--- config.mk ---
export PLATFORM = sky130hd
export DESIGN_NAME = bisection_square_root
export DESIGN_NICKNAME = d
export VERILOG_FILES = /design/src/rtl/bsr_pkg.sv /design/src/rtl/bisection_square_root.sv /design/src/rtl/bsr_ctrl.sv /design/src/rtl/bsr_dp.sv
export SDC_FILE = /design/constraint.sdc
export NUM_CORES = 2
export LEC_CHECK = 0
export BUFFER_PORTS_ARGS = -buffer_cell sky130_fd_sc_hd__buf_4
export CAP_MARGIN = 20
export CELL_PAD_IN_SITES_DETAIL_PLACEMENT = 2
export CELL_PAD_IN_SITES_GLOBAL_PLACEMENT = 2
export CORE_MARGIN = 4
export CORE_UTILIZATION = 46
export DETAILED_ROUTE_END_ITERATION = 16
export PLACE_DENSITY_LB_ADDON = 0.3
export RECOVER_POWER = 100
export SLEW_MARGIN = 20
export SYNTH_ARGS = -nofsm -noshare
export SYNTH_HDL_FRONTEND = slang
export SYNTH_HIERARCHICAL = 1
export SYNTH_SLANG_ARGS = --single-unit
--- constraint.sdc ---
create_clock -name clk_i -period 25.4 [get_ports clk_i]
set_input_delay 3.81 -clock clk_i [delete_from_list [all_inputs] [get_ports clk_i]]
set_output_delay 3.81 -clock clk_i [all_outputs]
set_load 0.02 [all_outputs]
--- src/rtl/bsr_pkg.sv ---
// Package for the bisection square root block.
// Holds shared widths, the controller state type and the command and status structs.
// No dependencies.
package bsr_pkg;

  // Field and datapath widths fixed by the interface.
  localparam int unsigned ValueW = 32;
  localparam int unsigned RootW  = 25;
  localparam int unsigned StepsW = 7;
  localparam int unsigned BoundW = 32;
  localparam int unsigned SqW    = 64;

  // Controller states.
  typedef enum logic [2:0] {
    ST_IDLE,
    ST_SQ_UP,
    ST_CHK_UP,
    ST_SQ_MID,
    ST_CHK_MID
  } bsr_state_e;

  // Source of the returned root.
  typedef enum logic [1:0] {
    ROOT_ZERO,
    ROOT_UPPER,
    ROOT_MID
  } bsr_root_sel_e;

  // Commands from the controller to the datapath.
  typedef struct packed {
    logic          load;
    logic          mul_en;
    logic          mul_mid;
    logic          init_mid;
    logic          step;
    logic          out_load;
    bsr_root_sel_e root_sel;
    logic          conv;
  } bsr_cmd_t;

  // Status from the datapath to the controller.
  typedef struct packed {
    logic value_zero;
    logic up_exact;
    logic within_tol;
    logic step_cap;
    logic res_end;
  } bsr_sts_t;

endpackage

--- src/rtl/bisection_square_root.sv ---
// An exact bound or a zero value is returned after the upper bound is squared and checked,
// with no halving; otherwise each halving step squares the midpoint on the shared 32x32
// squarer, then compares and updates the bracket, for at most MAX_STEPS steps.
// A new item is accepted only in idle, after the previous result has been registered.
// Reset: asynchronous, active low; the block returns to idle, no result is pending,
// and the tolerance register reads one LSB.
module bisection_square_root #(
  parameter int unsigned MAX_STEPS = 48,
  parameter int unsigned FRAC_BITS = 16
) (
  input  logic                       clk_i,
  input  logic                       rst_ni,
  input  logic                       cfg_we_i,
  input  logic [bsr_pkg::ValueW-1:0] cfg_wdata_i,
  input  logic                       in_valid_i,
  output logic                       in_stall_o,
  input  logic [bsr_pkg::ValueW-1:0] value_i,
  output logic                       out_valid_o,
  input  logic                       out_stall_i,
  output logic [bsr_pkg::RootW-1:0]  root_o,
  output logic [bsr_pkg::StepsW-1:0] steps_o,
  output logic                       converged_o
);

  bsr_pkg::bsr_cmd_t cmd;
  bsr_pkg::bsr_sts_t sts;

  // Controller.
  bsr_ctrl u_ctrl (
    .clk_i       (clk_i),
    .rst_ni      (rst_ni),
    .in_valid_i  (in_valid_i),
    .in_stall_o  (in_stall_o),
    .out_valid_o (out_valid_o),
    .out_stall_i (out_stall_i),
    .sts_i       (sts),
    .cmd_o       (cmd)
  );

  // Datapath.
  bsr_dp #(
    .MAX_STEPS (MAX_STEPS),
    .FRAC_BITS (FRAC_BITS)
  ) u_dp (
    .clk_i       (clk_i),
    .rst_ni      (rst_ni),
    .cfg_we_i    (cfg_we_i),
    .cfg_wdata_i (cfg_wdata_i),
    .value_i     (value_i),
    .cmd_i       (cmd),
    .sts_o       (sts),
    .root_o      (root_o),
    .steps_o     (steps_o),
    .converged_o (converged_o)
  );

endmodule

--- src/rtl/bsr_ctrl.sv ---
// Controller state machine for the bisection square root block.
// Sequences load, squaring, checking and result hand-off; depends on bsr_pkg.
module bsr_ctrl (
  input  logic              clk_i,
  input  logic              rst_ni,
  input  logic              in_valid_i,
  output logic              in_stall_o,
  output logic              out_valid_o,
  input  logic              out_stall_i,
  input  bsr_pkg::bsr_sts_t sts_i,
  output bsr_pkg::bsr_cmd_t cmd_o
);

  bsr_pkg::bsr_state_e state_q, state_d;
  logic                out_valid_q, out_valid_d;
  logic                out_free;

  // The result register can take a new result when empty or being drained.
  assign out_free = !out_valid_q || !out_stall_i;

  // State register and output valid flag.
  always_ff @(posedge clk_i or negedge rst_ni) begin
    if (!rst_ni) begin
      state_q     <= bsr_pkg::ST_IDLE;
      out_valid_q <= 1'b0;
    end else begin
      state_q     <= state_d;
      out_valid_q <= out_valid_d;
    end
  end

  // Next state and commands.
  always_comb begin
    state_d      = state_q;
    cmd_o        = '0;
    cmd_o.root_sel = bsr_pkg::ROOT_MID;
    in_stall_o   = 1'b1;
    case (state_q)
      bsr_pkg::ST_IDLE: begin
        in_stall_o = 1'b0;
        if (in_valid_i) begin
          cmd_o.load = 1'b1;
          state_d    = bsr_pkg::ST_SQ_UP;
        end
      end
      bsr_pkg::ST_SQ_UP: begin
        cmd_o.mul_en = 1'b1;
        state_d      = bsr_pkg::ST_CHK_UP;
      end
      bsr_pkg::ST_CHK_UP: begin
        if (sts_i.value_zero || sts_i.up_exact) begin
          // A zero value or an exact bound is returned without any halving.
          if (out_free) begin
            cmd_o.out_load = 1'b1;
            cmd_o.conv     = 1'b1;
            if (sts_i.value_zero) begin
              cmd_o.root_sel = bsr_pkg::ROOT_ZERO;
            end else begin
              cmd_o.root_sel = bsr_pkg::ROOT_UPPER;
            end
            state_d        = bsr_pkg::ST_IDLE;
          end
        end else begin
          cmd_o.init_mid = 1'b1;
          state_d        = bsr_pkg::ST_SQ_MID;
        end
      end
      bsr_pkg::ST_SQ_MID: begin
        cmd_o.mul_en  = 1'b1;
        cmd_o.mul_mid = 1'b1;
        state_d       = bsr_pkg::ST_CHK_MID;
      end
      bsr_pkg::ST_CHK_MID: begin
        if (sts_i.within_tol || sts_i.step_cap || sts_i.res_end) begin
          // Search ends; converged only when the error is within tolerance.
          if (out_free) begin
            cmd_o.out_load = 1'b1;
            cmd_o.conv     = sts_i.within_tol;
            cmd_o.root_sel = bsr_pkg::ROOT_MID;
            state_d        = bsr_pkg::ST_IDLE;
          end
        end else begin
          cmd_o.step = 1'b1;
          state_d    = bsr_pkg::ST_SQ_MID;
        end
      end
      default: begin
        state_d = bsr_pkg::ST_IDLE;
      end
    endcase
  end

  // Output valid: set on a new result, held while stalled.
  assign out_valid_d = cmd_o.out_load || (out_valid_q && out_stall_i);
  assign out_valid_o = out_valid_q;

endmodule

--- src/rtl/bsr_dp.sv ---
// Datapath for the bisection square root block: bounds, squarer, compares and result register.
// Holds the tolerance register; depends on bsr_pkg.
module bsr_dp #(
  parameter int unsigned MAX_STEPS = 48,
  parameter int unsigned FRAC_BITS = 16
) (
  input  logic                              clk_i,
  input  logic                              rst_ni,
  input  logic                              cfg_we_i,
  input  logic [bsr_pkg::ValueW-1:0]        cfg_wdata_i,
  input  logic [bsr_pkg::ValueW-1:0]        value_i,
  input  bsr_pkg::bsr_cmd_t                 cmd_i,
  output bsr_pkg::bsr_sts_t                 sts_o,
  output logic [bsr_pkg::RootW-1:0]         root_o,
  output logic [bsr_pkg::StepsW-1:0]        steps_o,
  output logic                              converged_o
);

  localparam logic [bsr_pkg::BoundW-1:0] One = bsr_pkg::BoundW'(1) << FRAC_BITS;
  localparam logic [bsr_pkg::StepsW-1:0] StepCap = bsr_pkg::StepsW'(MAX_STEPS);

  logic [bsr_pkg::ValueW-1:0] tol_q;
  logic                       value_zero_q;
  logic [bsr_pkg::SqW-1:0]    vw_q, hi_q, lo_q, sq_q;
  logic [bsr_pkg::BoundW-1:0] lower_q, upper_q, mid_q;
  logic [bsr_pkg::StepsW-1:0] steps_q;
  logic [bsr_pkg::RootW-1:0]  root_q;
  logic [bsr_pkg::StepsW-1:0] steps_out_q;
  logic                       conv_q;

  logic [bsr_pkg::SqW-1:0]    vw_d, tw_d, sq_d;
  logic [bsr_pkg::BoundW-1:0] mul_op, sum_a, sum_b, upper_init;
  logic [bsr_pkg::BoundW:0]   sum;
  logic                       sq_low;

  // Tolerance register; the user must write it only while idle, the block itself does not enforce this.
  always_ff @(posedge clk_i or negedge rst_ni) begin
    if (!rst_ni) begin
      tol_q <= bsr_pkg::ValueW'(1);
    end else if (cfg_we_i) begin
      tol_q <= cfg_wdata_i;
    end
  end

  // Value and tolerance at double precision; the error window is set up once per item.
  assign vw_d       = bsr_pkg::SqW'(value_i) << FRAC_BITS;
  assign tw_d       = bsr_pkg::SqW'(tol_q) << FRAC_BITS;
  assign upper_init = (value_i > One) ? value_i : One;

  // Squarer operand selection and product.
  assign mul_op = cmd_i.mul_mid ? mid_q : upper_q;
  assign sq_d   = mul_op * mul_op;

  // Midpoint adder: initial bracket or the half that keeps the root.
  assign sq_low = sq_q < vw_q;
  always_comb begin
    if (cmd_i.init_mid) begin
      sum_a = lower_q;
      sum_b = upper_q;
    end else if (sq_low) begin
      sum_a = mid_q;
      sum_b = upper_q;
    end else begin
      sum_a = lower_q;
      sum_b = mid_q;
    end
  end
  assign sum = {1'b0, sum_a} + {1'b0, sum_b};

  // Search registers.
  always_ff @(posedge clk_i) begin
    if (cmd_i.load) begin
      vw_q         <= vw_d;
      hi_q         <= vw_d + tw_d;
      lo_q         <= (vw_d > tw_d) ? (vw_d - tw_d) : '0;
      value_zero_q <= (value_i == '0);
      lower_q      <= '0;
      upper_q      <= upper_init;
      steps_q      <= '0;
    end else if (cmd_i.step) begin
      if (sq_low) begin
        lower_q <= mid_q;
      end else begin
        upper_q <= mid_q;
      end
      steps_q <= steps_q + bsr_pkg::StepsW'(1);
    end
    if (cmd_i.init_mid || cmd_i.step) begin
      mid_q <= sum[bsr_pkg::BoundW:1];
    end
    if (cmd_i.mul_en) begin
      sq_q <= sq_d;
    end
  end

  // Status toward the controller.
  assign sts_o.value_zero = value_zero_q;
  assign sts_o.up_exact   = (sq_q == vw_q);
  assign sts_o.within_tol = (sq_q <= hi_q) && (sq_q >= lo_q);
  assign sts_o.step_cap   = (steps_q >= StepCap);
  assign sts_o.res_end    = ((upper_q - lower_q) <= bsr_pkg::BoundW'(1));

  // Result register.
  always_ff @(posedge clk_i) begin
    if (cmd_i.out_load) begin
      case (cmd_i.root_sel)
        bsr_pkg::ROOT_ZERO:  root_q <= '0;
        bsr_pkg::ROOT_UPPER: root_q <= upper_q[bsr_pkg::RootW-1:0];
        bsr_pkg::ROOT_MID:   root_q <= mid_q[bsr_pkg::RootW-1:0];
        default:             root_q <= mid_q[bsr_pkg::RootW-1:0];
      endcase
      steps_out_q <= steps_q;
      conv_q      <= cmd_i.conv;
    end
  end

  assign root_o      = root_q;
  assign steps_o     = steps_out_q;
  assign converged_o = conv_q;

endmodule

==> results.toml <==
[run_status]
outcome = "finished, violations left"
violations = "capacitance limit, slew limit"

[worst_setup_path]
cpMaxStageDelayCell = "and2_0"
r2r-end = "u_dp/sq_q[61]"
timing.critical_path.arrival_ns = 16.90
crit_path_max_fanout = 41
required_ns = 25.70
reg2regPathDepth = 31
slowest_delay_ns = 3.51
r2r-start = "u_ctrl/state_q[2]"
crit_family = "simple AND/OR/NAND/NOR gates"
path_class = "reg2reg"
crit_path_start_kind = "flip-flop"
cp-end-kind = "flip-flop"
crit_buf_inv = 6
cp-startpoint = "u_ctrl/state_q[2]"
path_common_cell = "fa_1"
rrSetupSlack_ns = 8.80

[synth]
ys.flop_type = "edfxtp_1"
synthCells = 5387
synthesis.area_sq_um = 50510
synth_edf_count = 259
yosysMostFrequentCell = "inv_1"
ys_seq_area_share_pct = 18.73
yosysWarnings = 6
synth_top_area_share_pct = 31.55
yosysTopAreaCell = "fa_1"
ys_types = 99
synth-async-reset-ratio_pct = 10.78
synth_seq_cells = 334
syn_avg_cell_area_sq_um = 9.376
synth_common_cells = "inv_1 (1,179), fa_1 (796), ha_1 (529), nand2_1 (514), nor2_1 (446)"
synthTopCellsByArea = "fa_1 (32%), edfxtp_1 (15%), ha_1 (13%), inv_1 (8.8%), nand2_1 (3.8%)"
synth_fp_nets = 6781

[routing]
routed_wirelength_mm = 244.3
ant_nets = 0
dr.pass1.iters = 5
route.vias.total = 44040
wl_per_cell_microns = 35.64
post-route-drc-count = 0
vias_per_cell = 6.426
drtIter0Drc = 3878

[timing]
rsz0062_at_grt = "false"
setup_viol_count_final = 0
finClkSkew_ns = 0.02906
finalCritPeriodShare_pct = 65.34
setup_tns_ns = 0
hold_ws_ns = 0.4563
slew_headroom_pct = -560.7
finalWorstPathRequiredPeriod_ns = 16.60
max_clock_freq_mhz = 60.26
hold_viol = 0
tightest_slew_ns = 9.910
slew_violations = 653

[global_route]
grtUsageTotal_pct = 42.13
grt_pass1_vias = 52410
grt_max_degree = 167
grt_pass1_wl_mm = 357.4
overflow = 0
antenna_found_initial = 8

[floorplan]
die_x_microns = 339.4
dieArea_sq_um = 115200
num_io_pins = 104
core_sq_um = 109000
row_count = 121
die_h_microns = 339.4
initial_core_util_pct = 46.33

[cts]
path_clk_slew_ns = 0.07
clockRootBuffer = "clkbuf_16"
clk_path_buf_depth = 3
cts-resized-gates = 0
cts_buffers = 38
postCtsHoldBufs = 0
tritoncts = "done"
clkSinkCount = 334
post-cts-setup-buffers = 0
htree_levels = 2
clock_latency_ns = 0.58

[worst_hold_path]
worstHoldStart = "u_dp/lower_q[19]"
worstHoldEndpoint = "u_dp/lower_q[19]"
hp-class = "reg2reg"
worstHoldPathCells = 2

[finish]
seqCellArea_sq_um = 9460
final_layout_size_suffix_gt1_share_pct = 4.583
multiInputGateArea_sq_um = 36020
fin_area_sq_um = 53920
n_fill_cell = 11520
finalNetCount = 6797
area_growth_pct = 6.753

[placement]
gp_congestion = 0.8992
port_buffers = 103
hpwlAfterDp_mm = 170.6
dpl_cell_area_sq_um = 52970

[flow_run]
cap_violations = 14
[per-layer routing]
| layer | part of all wire (%) | GRT usage, % |
|---|---|---|
| met1 | 34 | 44.56 |
| met3 | 7.4 | 9.632 |
| met4 | 11 | 36.62 |
| met5 | 0.016 | 0 |
| met2 | 48 | 70.85 |
[per-stage QoR]
stage	cells	setup WS, ns	util (%)
floorplan	5387	15.77	-
global placement	6777	14.35	48.59
detailed placement	6777	13.60	48.59
CTS	6847	13.23	49.79
global route	6847	8.684	49.45
finish	6853	8.805	49.46
[logic make-up (layout without fill, tap and decap cells)]
kind of cell | count (synthesis) | in the layout | share of synthesized area (%)
AOI/OAI and AO/OA | 782 | 782 | 9.795
xor gates and xnor gates | 192 | 192 | 3.330
adders and majority gates | 1325 | 1325 | 44.66
buffers and inverters | 1371 | 1417 | 10.23
DFF | 334 | 334 | 18.73
muxes | 106 | 106 | 2.249
other | 0 | 6 | 0
and+or+nand+nor | 1277 | 1277 | 11.01
[state kept, by name (all words and copies together), names as in the netlist, 7 cells and up]
signal / cells
u_dp/upper_q: 32
u_dp/lo_q: 33
u_dp/tol_q: 32
u_dp/mid_q: 32
u_dp/sq_q: 63
u_dp/lower_q: 32
u_dp/steps_q: 7
u_dp/vw_q: 32
u_dp/hi_q: 33
u_dp/root_o: 25
u_dp/steps_o: 7
[placed cells by master (no fill, tap or decap), types with 19 or more instances in the layout]
cell and count:
nand2b_1 23, clkbuf_1 93, mux2i_1 35, buf_4 79, and3_1 19, a211oi_1 23, mux2_2 50, inv_1 1179
dfrtp_1 35, nor4_1 24, nor3_1 45, o21ai_0 210, nand3_1 34, a21oi_1 228, nand4_1 48, xor2_1 69
nor2b_1 42, fa_1 796, nand2_1 513, edfxtp_1 259, xnor2_1 123, clkbuf_16 42, o21bai_1 24, dfxtp_1 39
nor2_1 446, a21o_1 122, o21a_1 21, ha_1 529
[tightest hold or removal path, stage by stage (launching register included)]
cell and delay [ns]:
dfxtp_1 0.30, nand2_1 0.05, a21oi_1 0.05
[worst max path at each step]
| stage | to | slack (ns) | depth (start not counted) |
|---|---|---|---|
| 3_5_place_dp | u_dp/sq_q[61] | 13.60 | 32 |
| 2_1_floorplan | u_dp/sq_q[58] | 15.77 | 33 |
| 3_3_place_gp | u_dp/sq_q[61] | 14.35 | 32 |
| 5_1_grt | u_dp/sq_q[61] | 8.68 | 31 |
| 6_report | u_dp/sq_q[61] | 8.80 | 31 |
| 4_1_cts | u_dp/sq_q[58] | 13.23 | 33 |
[area by class of cell]
type	instances	area share, %
Antenna cell	6	0.02785
Clock buffer	55	2.077
Clock inverter	15	0.3388
Inverter	1186	8.257
Multi-Input combinational cell	3682	66.80
Sequential cell	334	17.55
Tap cell	1414	3.281
Timing Repair Buffer	161	1.671
Power is not shown: default switching activity piles up to over one toggle a cycle in this logic, so the estimate is an artifact.
